<file path="src/rtl/text_glyph_span_generator_top_assert.svh">
// Assertion macros for the text glyph span generator.
// Used by text_glyph_span_generator_top.sv; needs a clock and an active-low reset in scope.
`ifndef TEXT_GLYPH_SPAN_GENERATOR_TOP_ASSERT_SVH
`define TEXT_GLYPH_SPAN_GENERATOR_TOP_ASSERT_SVH
`ifndef SYNTHESIS
`define TGS_ASSERT_IMPL(lbl, clk, rst_n, ante, cons, msg) \
	lbl: assert property (@(posedge clk) disable iff (!rst_n) (ante) |-> (cons)) else $error(msg);
`define TGS_ASSERT_NEXT(lbl, clk, rst_n, ante, cons, msg) \
	lbl: assert property (@(posedge clk) disable iff (!rst_n) (ante) |=> (cons)) else $error(msg);
`else
`define TGS_ASSERT_IMPL(lbl, clk, rst_n, ante, cons, msg)
`define TGS_ASSERT_NEXT(lbl, clk, rst_n, ante, cons, msg)
`endif
`endif

</file>
<file path="src/rtl/tgs_pkg.sv">
// Shared types and constants of the text glyph span generator.
// No dependencies; imported by every module of the block.
`default_nettype none
package tgs_pkg;

	localparam int COORD_BITS_DEF     = 16;
	localparam int MAX_GLYPH_ROWS_DEF = 64;

	localparam int CFG_INDEX_BITS = 3;
	localparam int CFG_DATA_BITS  = 12;
	localparam int ORIGIN_BITS    = 16;
	localparam int OUT_BITS       = 16;
	localparam int SPAN_BITS      = 7;
	localparam int ROW_BITS       = 6;
	localparam int NIBBLE_BITS    = 4;
	localparam int ATLAS_SUM_BITS = 14;

	localparam logic [7:0] NEWLINE_CODE = 8'd10;

	// register indexes
	localparam logic [CFG_INDEX_BITS-1:0] REG_ATLAS_ORIGIN_X = 3'd0;
	localparam logic [CFG_INDEX_BITS-1:0] REG_ATLAS_ORIGIN_Y = 3'd1;
	localparam logic [CFG_INDEX_BITS-1:0] REG_CELL_PITCH_X   = 3'd2;
	localparam logic [CFG_INDEX_BITS-1:0] REG_CELL_PITCH_Y   = 3'd3;
	localparam logic [CFG_INDEX_BITS-1:0] REG_GLYPH_INSET_X  = 3'd4;
	localparam logic [CFG_INDEX_BITS-1:0] REG_GLYPH_INSET_Y  = 3'd5;
	localparam logic [CFG_INDEX_BITS-1:0] REG_GLYPH_W        = 3'd6;
	localparam logic [CFG_INDEX_BITS-1:0] REG_GLYPH_H        = 3'd7;

	typedef struct packed {
		logic [11:0] atlas_origin_x;
		logic [11:0] atlas_origin_y;
		logic [7:0]  cell_pitch_x;
		logic [7:0]  cell_pitch_y;
		logic [7:0]  glyph_inset_x;
		logic [7:0]  glyph_inset_y;
		logic [5:0]  glyph_w;
		logic [5:0]  glyph_h;
	} cfg_t;

	localparam cfg_t CFG_RESET = '{
		atlas_origin_x: 12'd0,
		atlas_origin_y: 12'd0,
		cell_pitch_x:   8'd8,
		cell_pitch_y:   8'd8,
		glyph_inset_x:  8'd0,
		glyph_inset_y:  8'd0,
		glyph_w:        6'd7,
		glyph_h:        6'd7
	};

	// glyph queue status
	typedef struct packed {
		logic full;
		logic empty;
	} q_stat_t;

endpackage
`default_nettype wire

</file>
<file path="src/rtl/tgs_fifo.sv">
// Two-entry glyph request queue between front and back.
// Depends on tgs_pkg (q_stat_t).
`default_nettype none
module tgs_fifo #(
	parameter int WIDTH = 64
) (
	input  wire logic             clk,
	input  wire logic             arst_n,
	input  wire logic             wr_en,
	input  wire logic [WIDTH-1:0] wr_data,
	input  wire logic             rd_en,
	output logic      [WIDTH-1:0] rd_data,
	output tgs_pkg::q_stat_t      stat
);
	import tgs_pkg::*;

	logic [WIDTH-1:0] mem_q [2];
	logic             wr_ptr_q;
	logic             rd_ptr_q;
	logic [1:0]       count_q;
	logic             do_wr;
	logic             do_rd;

	assign stat.full  = (count_q == 2'd2);
	assign stat.empty = (count_q == 2'd0);
	assign do_wr      = wr_en && !stat.full;
	assign do_rd      = rd_en && !stat.empty;
	assign rd_data    = mem_q[rd_ptr_q];

	always_ff @(posedge clk) begin
		if (do_wr) begin
			mem_q[wr_ptr_q] <= wr_data;
		end
	end

	always_ff @(posedge clk or negedge arst_n) begin
		if (!arst_n) begin
			wr_ptr_q <= 1'b0;
			rd_ptr_q <= 1'b0;
			count_q  <= 2'd0;
		end else begin
			if (do_wr) begin
				wr_ptr_q <= !wr_ptr_q;
			end
			if (do_rd) begin
				rd_ptr_q <= !rd_ptr_q;
			end
			if (do_wr && !do_rd) begin
				count_q <= count_q + 2'd1;
			end else if (do_rd && !do_wr) begin
				count_q <= count_q - 2'd1;
			end
		end
	end

endmodule
`default_nettype wire

</file>
<file path="src/rtl/tgs_front.sv">
// Front end: accepts character requests, keeps the text cursor, handles newlines
// and queues one glyph request per code other than newline. Depends on tgs_pkg.
`default_nettype none
module tgs_front #(
	parameter int COORD_BITS = tgs_pkg::COORD_BITS_DEF
) (
	input  wire logic                            clk,
	input  wire logic                            arst_n,
	input  wire tgs_pkg::cfg_t                   cfg,
	input  wire logic                            push,
	input  wire logic [7:0]                      code,
	input  wire logic                            first,
	input  wire logic signed [tgs_pkg::ORIGIN_BITS-1:0] origin_x,
	input  wire logic signed [tgs_pkg::ORIGIN_BITS-1:0] origin_y,
	input  wire tgs_pkg::q_stat_t                q_stat,
	output logic                                 q_wr,
	output logic [4*COORD_BITS-1:0]              q_data
);
	import tgs_pkg::*;

	logic [COORD_BITS-1:0] cursor_x_q;
	logic [COORD_BITS-1:0] cursor_y_q;
	logic [COORD_BITS-1:0] line_start_q;

	logic                      accept;
	logic                      is_newline;
	logic [31:0]               ox_wide;
	logic [31:0]               oy_wide;
	logic [COORD_BITS-1:0]     base_x;
	logic [COORD_BITS-1:0]     base_y;
	logic [COORD_BITS-1:0]     base_ls;
	logic [NIBBLE_BITS-1:0]    cell_col;
	logic [NIBBLE_BITS-1:0]    cell_row;
	logic [ATLAS_SUM_BITS-1:0] ax_sum;
	logic [ATLAS_SUM_BITS-1:0] ay_sum;
	logic [31:0]               ax_wide;
	logic [31:0]               ay_wide;

	assign accept     = push && !q_stat.full;
	assign is_newline = (code == NEWLINE_CODE);

	// origin is sign-extended or truncated into the coordinate space
	assign ox_wide = 32'(origin_x);
	assign oy_wide = 32'(origin_y);
	assign base_x  = first ? ox_wide[COORD_BITS-1:0] : cursor_x_q;
	assign base_y  = first ? oy_wide[COORD_BITS-1:0] : cursor_y_q;
	assign base_ls = first ? ox_wide[COORD_BITS-1:0] : line_start_q;

	assign cell_col = code[NIBBLE_BITS-1:0];
	assign cell_row = code[2*NIBBLE_BITS-1:NIBBLE_BITS];
	assign ax_sum = ATLAS_SUM_BITS'(cfg.atlas_origin_x)
		+ ATLAS_SUM_BITS'(cell_col) * ATLAS_SUM_BITS'(cfg.cell_pitch_x)
		+ ATLAS_SUM_BITS'(cfg.glyph_inset_x);
	assign ay_sum = ATLAS_SUM_BITS'(cfg.atlas_origin_y)
		+ ATLAS_SUM_BITS'(cell_row) * ATLAS_SUM_BITS'(cfg.cell_pitch_y)
		+ ATLAS_SUM_BITS'(cfg.glyph_inset_y);
	assign ax_wide = 32'(ax_sum);
	assign ay_wide = 32'(ay_sum);

	assign q_wr   = accept && !is_newline;
	assign q_data = {base_x, base_y, ax_wide[COORD_BITS-1:0], ay_wide[COORD_BITS-1:0]};

	always_ff @(posedge clk or negedge arst_n) begin
		if (!arst_n) begin
			cursor_x_q   <= '0;
			cursor_y_q   <= '0;
			line_start_q <= '0;
		end else if (accept) begin
			line_start_q <= base_ls;
			if (is_newline) begin
				cursor_x_q <= base_ls;
				cursor_y_q <= base_y + COORD_BITS'(cfg.glyph_h);
			end else begin
				cursor_x_q <= base_x + COORD_BITS'(cfg.glyph_w);
				cursor_y_q <= base_y;
			end
		end
	end

endmodule
`default_nettype wire

</file>
<file path="src/rtl/tgs_back.sv">
// Back end: takes glyph requests from the queue and emits one row span per cycle
// into the output register, unless a span waiting there is not popped. Depends on tgs_pkg.
`default_nettype none
module tgs_back #(
	parameter int COORD_BITS     = tgs_pkg::COORD_BITS_DEF,
	parameter int MAX_GLYPH_ROWS = tgs_pkg::MAX_GLYPH_ROWS_DEF
) (
	input  wire logic                       clk,
	input  wire logic                       arst_n,
	input  wire tgs_pkg::cfg_t              cfg,
	input  wire tgs_pkg::q_stat_t           q_stat,
	input  wire logic [4*COORD_BITS-1:0]    q_data,
	output logic                            q_rd,
	output logic                            busy,
	output logic                            empty,
	input  wire logic                       pop,
	output logic [tgs_pkg::OUT_BITS-1:0]    screen_x,
	output logic [tgs_pkg::OUT_BITS-1:0]    screen_y,
	output logic [tgs_pkg::OUT_BITS-1:0]    atlas_x,
	output logic [tgs_pkg::OUT_BITS-1:0]    atlas_y,
	output logic [tgs_pkg::SPAN_BITS-1:0]   span_len,
	output logic                            last
);
	import tgs_pkg::*;

	localparam logic [ROW_BITS-1:0] ROW_LIM = ROW_BITS'(MAX_GLYPH_ROWS - 1);

	logic                  busy_q;
	logic [ROW_BITS-1:0]   row_q;
	logic [COORD_BITS-1:0] cx_q;
	logic [COORD_BITS-1:0] cy_q;
	logic [COORD_BITS-1:0] ax_q;
	logic [COORD_BITS-1:0] ay_q;
	logic                  out_valid_q;
	logic [OUT_BITS-1:0]   screen_x_q;
	logic [OUT_BITS-1:0]   screen_y_q;
	logic [OUT_BITS-1:0]   atlas_x_q;
	logic [OUT_BITS-1:0]   atlas_y_q;
	logic [SPAN_BITS-1:0]  span_len_q;
	logic                  last_q;

	logic                  advance;
	logic                  is_last;
	logic                  load;
	logic [ROW_BITS-1:0]   row_lim;
	logic [COORD_BITS-1:0] sy;
	logic [COORD_BITS-1:0] ay;
	logic [31:0]           cx_wide;
	logic [31:0]           sy_wide;
	logic [31:0]           ax_wide;
	logic [31:0]           ay_wide;

	assign row_lim = (cfg.glyph_h > ROW_LIM) ? ROW_LIM : cfg.glyph_h;
	assign advance = busy_q && (!out_valid_q || pop);
	assign is_last = (row_q == row_lim);
	// next glyph is picked up in the cycle its predecessor's last row goes out
	assign load    = (!busy_q || (advance && is_last)) && !q_stat.empty;
	assign q_rd    = load;
	assign busy    = busy_q;

	assign sy      = cy_q + COORD_BITS'(row_q);
	assign ay      = ay_q + COORD_BITS'(row_q);
	assign cx_wide = 32'(cx_q);
	assign sy_wide = 32'(sy);
	assign ax_wide = 32'(ax_q);
	assign ay_wide = 32'(ay);

	always_ff @(posedge clk) begin
		if (load) begin
			{cx_q, cy_q, ax_q, ay_q} <= q_data;
		end
		if (advance) begin
			screen_x_q <= cx_wide[OUT_BITS-1:0];
			screen_y_q <= sy_wide[OUT_BITS-1:0];
			atlas_x_q  <= ax_wide[OUT_BITS-1:0];
			atlas_y_q  <= ay_wide[OUT_BITS-1:0];
			span_len_q <= SPAN_BITS'(cfg.glyph_w) + SPAN_BITS'(1);
			last_q     <= is_last;
		end
	end

	always_ff @(posedge clk or negedge arst_n) begin
		if (!arst_n) begin
			busy_q      <= 1'b0;
			row_q       <= '0;
			out_valid_q <= 1'b0;
		end else begin
			if (load) begin
				busy_q <= 1'b1;
				row_q  <= '0;
			end else if (advance) begin
				if (is_last) begin
					busy_q <= 1'b0;
				end else begin
					row_q <= row_q + ROW_BITS'(1);
				end
			end
			if (advance) begin
				out_valid_q <= 1'b1;
			end else if (pop) begin
				out_valid_q <= 1'b0;
			end
		end
	end

	assign empty    = !out_valid_q;
	assign screen_x = screen_x_q;
	assign screen_y = screen_y_q;
	assign atlas_x  = atlas_x_q;
	assign atlas_y  = atlas_y_q;
	assign span_len = span_len_q;
	assign last     = last_q;

endmodule
`default_nettype wire

</file>
<file path="src/rtl/text_glyph_span_generator_top.sv">
// Top level of the text glyph span generator: config registers, front, queue, back.
// Depends on tgs_pkg, tgs_front, tgs_fifo, tgs_back and the assertion macro header.
//
// Each request is one character code. With first set, the cursor and the line
// start load from origin_x/origin_y before the code is handled. A newline (10)
// returns the cursor to the line start, steps it down by glyph_h and produces no
// output. Any other code selects atlas cell (code[7:4], code[3:0]) and produces
// min(glyph_h+1, MAX_GLYPH_ROWS) row spans, one per cycle from the back end's row
// counter while spans are popped, each glyph_w+1 pixels long, last set on the final
// row; the cursor then moves right by glyph_w. A newline is done in its accept cycle.
// The two-entry glyph queue lets the front keep taking requests while the back is
// still emitting, so full only rises with two glyphs queued behind the active one.
// Coordinates wrap at COORD_BITS; outputs carry their low 16 bits. Config
// registers are written with cfg_we/cfg_index/cfg_data; the user must write them
// only while idle, which the block itself does not enforce.
`default_nettype none
`include "text_glyph_span_generator_top_assert.svh"
module text_glyph_span_generator_top #(
	parameter int COORD_BITS     = tgs_pkg::COORD_BITS_DEF,
	parameter int MAX_GLYPH_ROWS = tgs_pkg::MAX_GLYPH_ROWS_DEF
) (
	input  wire logic                                   clk,
	input  wire logic                                   arst_n,
	// config write port
	input  wire logic                                   cfg_we,
	input  wire logic [tgs_pkg::CFG_INDEX_BITS-1:0]     cfg_index,
	input  wire logic [tgs_pkg::CFG_DATA_BITS-1:0]      cfg_data,
	// character requests
	input  wire logic                                   push,
	output logic                                        full,
	input  wire logic [7:0]                             code,
	input  wire logic                                   first,
	input  wire logic signed [tgs_pkg::ORIGIN_BITS-1:0] origin_x,
	input  wire logic signed [tgs_pkg::ORIGIN_BITS-1:0] origin_y,
	// row spans
	output logic                                        empty,
	input  wire logic                                   pop,
	output logic signed [tgs_pkg::OUT_BITS-1:0]         screen_x,
	output logic signed [tgs_pkg::OUT_BITS-1:0]         screen_y,
	output logic [tgs_pkg::OUT_BITS-1:0]                atlas_x,
	output logic [tgs_pkg::OUT_BITS-1:0]                atlas_y,
	output logic [tgs_pkg::SPAN_BITS-1:0]               span_len,
	output logic                                        last
);
	import tgs_pkg::*;

	localparam int CMD_BITS = 4 * COORD_BITS;

	cfg_t                cfg_q;
	q_stat_t             q_stat;
	logic                q_wr;
	logic                q_rd;
	logic [CMD_BITS-1:0] q_wr_data;
	logic [CMD_BITS-1:0] q_rd_data;
	logic                back_busy;

	// config registers; all eight indexes map to a register
	always_ff @(posedge clk or negedge arst_n) begin
		if (!arst_n) begin
			cfg_q <= CFG_RESET;
		end else if (cfg_we) begin
			case (cfg_index)
				REG_ATLAS_ORIGIN_X: cfg_q.atlas_origin_x <= cfg_data[11:0];
				REG_ATLAS_ORIGIN_Y: cfg_q.atlas_origin_y <= cfg_data[11:0];
				REG_CELL_PITCH_X:   cfg_q.cell_pitch_x   <= cfg_data[7:0];
				REG_CELL_PITCH_Y:   cfg_q.cell_pitch_y   <= cfg_data[7:0];
				REG_GLYPH_INSET_X:  cfg_q.glyph_inset_x  <= cfg_data[7:0];
				REG_GLYPH_INSET_Y:  cfg_q.glyph_inset_y  <= cfg_data[7:0];
				REG_GLYPH_W:        cfg_q.glyph_w        <= cfg_data[5:0];
				REG_GLYPH_H:        cfg_q.glyph_h        <= cfg_data[5:0];
				default: ;
			endcase
		end
	end

	// front holds off on a full queue, newline or not, so full never looks at code
	assign full = q_stat.full;

	tgs_front #(
		.COORD_BITS (COORD_BITS)
	) u_front (
		.clk      (clk),
		.arst_n   (arst_n),
		.cfg      (cfg_q),
		.push     (push),
		.code     (code),
		.first    (first),
		.origin_x (origin_x),
		.origin_y (origin_y),
		.q_stat   (q_stat),
		.q_wr     (q_wr),
		.q_data   (q_wr_data)
	);

	tgs_fifo #(
		.WIDTH (CMD_BITS)
	) u_fifo (
		.clk     (clk),
		.arst_n  (arst_n),
		.wr_en   (q_wr),
		.wr_data (q_wr_data),
		.rd_en   (q_rd),
		.rd_data (q_rd_data),
		.stat    (q_stat)
	);

	tgs_back #(
		.COORD_BITS     (COORD_BITS),
		.MAX_GLYPH_ROWS (MAX_GLYPH_ROWS)
	) u_back (
		.clk      (clk),
		.arst_n   (arst_n),
		.cfg      (cfg_q),
		.q_stat   (q_stat),
		.q_data   (q_rd_data),
		.q_rd     (q_rd),
		.busy     (back_busy),
		.empty    (empty),
		.pop      (pop),
		.screen_x (screen_x),
		.screen_y (screen_y),
		.atlas_x  (atlas_x),
		.atlas_y  (atlas_y),
		.span_len (span_len),
		.last     (last)
	);

	// a queued glyph request is held in the queue on the next cycle
	`TGS_ASSERT_NEXT(a_glyph_queued, clk, arst_n, push && !full && code != NEWLINE_CODE, !q_stat.empty, "glyph request lost")
	// a popped row that is not the last is followed at once by the next row
	`TGS_ASSERT_NEXT(a_rows_back_to_back, clk, arst_n, pop && !empty && !last, !empty, "gap inside a glyph")
	// the back end only starts on a glyph taken from a non-empty queue
	`TGS_ASSERT_IMPL(a_start_from_queue, clk, arst_n, $rose(back_busy), $past(!q_stat.empty), "back started with no request")

endmodule
`default_nettype wire
</file>
<file path="config.mk">
export PLATFORM = sky130hd
export DESIGN_NAME = text_glyph_span_generator_top
export DESIGN_NICKNAME = d
export VERILOG_FILES = /design/src/rtl/tgs_pkg.sv /design/src/rtl/tgs_fifo.sv /design/src/rtl/tgs_front.sv /design/src/rtl/tgs_back.sv /design/src/rtl/text_glyph_span_generator_top.sv
export VERILOG_INCLUDE_DIRS = /design/src /design/src/rtl
export SDC_FILE = /design/constraint.sdc
export NUM_CORES = 1
export LEC_CHECK = 0
export BUFFER_PORTS_ARGS = -buffer_cell sky130_fd_sc_hd__buf_2
export CORE_MARGIN = 2
export CORE_UTILIZATION = 50
export CTS_CLUSTER_DIAMETER = 40
export CTS_CLUSTER_SIZE = 25
export DETAILED_ROUTE_END_ITERATION = 16
export PLACE_DENSITY = 0.68
export SYNTH_ARGS = -nofsm -noshare
export SYNTH_HDL_FRONTEND = slang
export SYNTH_SLANG_ARGS = --single-unit
export TNS_END_PERCENT = 10
</file>
<file path="constraint.sdc">
create_clock -name clk -period 7.5 [get_ports clk]
set_input_delay 1.125 -clock clk [delete_from_list [all_inputs] [get_ports clk]]
set_output_delay 1.125 -clock clk [all_outputs]
set_load 0.02 [all_outputs]
</file>
==> impl_metrics.env <==
export IMPL_synth_area_um2=19300
export IMPL_antenna_found_initial=0
export IMPL_finalHoldViolCount=0
export IMPL_drive_above_1_share_pct=25.4
export IMPL_area_growth_pct=16.1
export IMPL_synth_top_family_by_area="adder cells"
export IMPL_setup_tns_ns=0
export IMPL_crit_buf_inv=2
export IMPL_drv_slew=0
export IMPL_synthMuxAreaShare_pct=9.62
export IMPL_tightest_slew_ns=1.07
export IMPL_clock_latency_ns=0.59
export IMPL_fin_util_pct=59.2
export IMPL_cts_resized=0
export IMPL_synth_compound_area_share_pct=6.96
export IMPL_fillers=3027
export IMPL_synthAdderAreaFrac_pct=10.5
export IMPL_place_congestion=0.809
export IMPL_reg2reg_slack_ns=2.72
export IMPL_firstDrtPassIters=5
export IMPL_setup_violations_final=0
export IMPL_yosysTopAreaCellShare_pct=38.8
export IMPL_skew_ns=0.0141
export IMPL_arrival_ns=5.44
export IMPL_ir_worst_vdd_mv=0.298
export IMPL_rsz0062_at_grt="false"
export IMPL_pre_cts_ws_ns=1.81
export IMPL_portBuffers=131
export IMPL_finalCritPeriodShare_pct=68.1
export IMPL_overflow=0
export IMPL_synth_edff_count=249
export IMPL_critPathMaxStageDelay_ns=0.52
export IMPL_die_h_um=200
export IMPL_ant_nets=0
export IMPL_synth_area_leaders="edfxtp_1, dfrtp_1, mux2_2"
export IMPL_wl_mm=38.1
export IMPL_power_mw=10.2
export IMPL_cts_made_buffers=54
export IMPL_cp_startpoint="code[7]"
export IMPL_endpoint_kind="flop"
export IMPL_cp_cell_sequence="buf_2 -> nand2_1 -> fa_1 -> fa_1 -> fa_1 -> inv_1 -> ha_1 -> nor2b_1 -> o2111ai_1 -> nand3b_1 -> xor2_1 -> ha_1 -> or3_1 -> o21ai_0 -> nor2_1 -> xor2_1"
export IMPL_fmax_mhz=196
export IMPL_synthXorXnorAreaFrac_pct=4.54
export IMPL_status="complete, no violations"
export IMPL_path_delay_family="adder cells"
export IMPL_clkTransAtPathRegs_ns=0.06
export IMPL_crit_path_top_delay_cell="fa_1"
export IMPL_post_cts_setup_buffers=0
export IMPL_ys_warn_count=0
export IMPL_htree_levels=2
export IMPL_cts_tree="yes"
export IMPL_min_to="u_back.screen_x[3]"
export IMPL_start_util_pct=51.0
export IMPL_num_vias=11655
export IMPL_dieArea_um2=40100
export IMPL_num_io_pins=135
export IMPL_dp_cells=2106
export IMPL_fp_row_count=71
export IMPL_path_class="input port to flop"
export IMPL_die_w_um=200
export IMPL_hpwl_mm=25.6
export IMPL_yosys_area_top_type="edfxtp_1"
export IMPL_synth_yosys_seq_area_share_pct=55.5
export IMPL_power_density_nw_per_um2=457
export IMPL_r2r_start="cfg_q[28]"
export IMPL_synth_simple_area_share_pct=9.27
export IMPL_via_per_inst=5.28
export IMPL_r2r_worst_path_cells=15
export IMPL_async_flop_share_pct=34.0
export IMPL_synth_flop_cell="edfxtp_1"
export IMPL_leakagePower_nw=9.26
export IMPL_drc_errors=0
export IMPL_synth_avg_cell_area_um2=12.9
export IMPL_max_cap_violations=0
export IMPL_diodes=0
export IMPL_cts_path_max_buffers=3
export IMPL_fin_nets=1845
export IMPL_cp_common_cell="fa_1"
export IMPL_start_kind="input port"
export IMPL_hp_start="u_back.cx_q[3]"
export IMPL_ctsHoldBuffers=0
export IMPL_root_buffer="clkbuf_16"
export IMPL_timing_rr_end="u_fifo.mem_q[0][10]"
export IMPL_wire_per_inst_um=17.3
export IMPL_hold_path_class="flop to flop"
export IMPL_grt_usage_pct=19.3
export IMPL_cts_sinks=377
export IMPL_grt_pass1_wl_mm=61.9
export IMPL_grt_pass1_vias=11983
export IMPL_path_max_fanout=9
export IMPL_critPathRequiredTime_ns=7.83
export IMPL_grt_start_max_net_pins=71
export IMPL_fin_ws_ns=2.39
export IMPL_layoutNonFillerInstCount=2208
export IMPL_period_needed_ns=5.11
export IMPL_yosysUniqueCellTypes=81
export IMPL_relSlewSlack_pct=28.6
export IMPL_ys_ff_latch=377
export IMPL_core_area_um2=37800
export IMPL_drt_iter0_markers=590
export IMPL_synthCells=1488
export IMPL_holdPathStages=0
[layout make-up]
type	instances	area (µm²)	area share, %
multi-input cells	941	7920	35.4
well taps	511	639	2.86
clock inverters	44	487	2.18
clock buffers	58	1370	6.11
flip-flops and latches	377	10700	47.8
repair buffers	142	741	3.31
inverters	135	507	2.27
[stage by stage]
stage               hold slack, ns  instance area, µm²
finish                       0.414               22300
global route                 0.419               22300
CTS                          0.413               22300
detailed placement           0.405               20500
global placement             0.403               20500
floorplan                    0.400               19300
[cell usage in the layout (no fill, tap or decap), types with 9 or more instances in the layout]
cell type,n
fa_1,48
mux2i_1,24
ha_1,85
a21o_1,17
buf_4,12
o21ai_1,9
buf_2,130
nor3_1,20
o21ai_0,68
inv_1,134
nand2_1,86
a21oi_1,47
edfxtp_1,249
nor2b_1,16
inv_8,9
xor2_1,32
and2_1,56
dfrtp_1,119
xnor2_1,64
nand4_1,10
nand3_1,20
nor2_1,59
o21a_1,11
and3_1,15
clkinv_4,9
clkbuf_16,54
mux2_2,142
[logic make-up after synthesis]
kind of cell,count (synthesis)
AOI/OAI and AO/OA,207
xor gates and xnor gates,98
adders and majority gates,133
buffers and inverters,172
DFF,377
muxes,167
other,1
and+or+nand+nor,333
[synth_stat cells, types with 4 or more instances]
library cell,count
xor2_1,32
nor2_1,60
a21oi_1,47
buf_4,5
inv_1,134
o21ai_0,68
nand2b_1,8
buf_2,5
nand3_1,20
nand3b_1,4
o31ai_1,5
edfxtp_1,249
clkbuf_1,25
nor3b_1,4
o21ai_1,9
o21a_1,11
dfrtp_1,120
nand4_1,10
a211oi_1,6
fa_1,48
a21boi_0,5
nor3_1,21
mux2i_1,24
a31oi_1,4
dfstp_2,8
nor2b_1,16
xnor2_1,64
and2_1,57
a21o_1,17
mux2_2,142
nand2_1,87
ha_1,85
and3_1,16
[sequential cells by signal (all words and copies together) (netlist names), 15 cells and up]
name                  flops
u_back.screen_x          16
u_front.cursor_y_q       16
u_back.cx_q              16
u_fifo.mem_q            120
u_back.atlas_y           15
u_back.cy_q              16
cfg_q                    68
u_front.cursor_x_q       16
u_front.line_start_q     16
u_back.screen_y          16
[worst max path at each step]
| stage | endpoint | slack [ns] | depth (start not counted) |
|---|---|---|---|
| after floorplan | u_fifo.mem_q[0][10] | 2.33 | 15 |
| after global placement | u_fifo.mem_q[0][10] | 1.94 | 16 |
| after detailed placement | u_fifo.mem_q[1][10] | 1.81 | 16 |
| after CTS | u_fifo.mem_q[1][10] | 2.44 | 16 |
| after global routing | u_fifo.mem_q[1][26] | 2.13 | 18 |
| final | u_fifo.mem_q[0][10] | 2.39 | 16 |
[where the power goes]
part           total [mW]  switching [mW]  internal [mW]
Clock                2.55            1.02           1.54
Combinational        4.15            2.37           1.78
Sequential           3.51           0.282           3.23
Total                10.2            3.67           6.54
[metal layers]
metal / up-vias / wire (µm) / share of wire (%) / GRT usage, %
met2: 212 / 18000 / 47 / 31.7
met1: 5776 / 17600 / 46 / 26.3
li1: 5606 / - / - / -
met3: 61 / 1670 / 4.4 / 3.71
met5: - / 0 / 0 / 0
met4: 0 / 766 / 2.0 / 5.28
No activity file was read; power rests on OpenSTA's default activity.
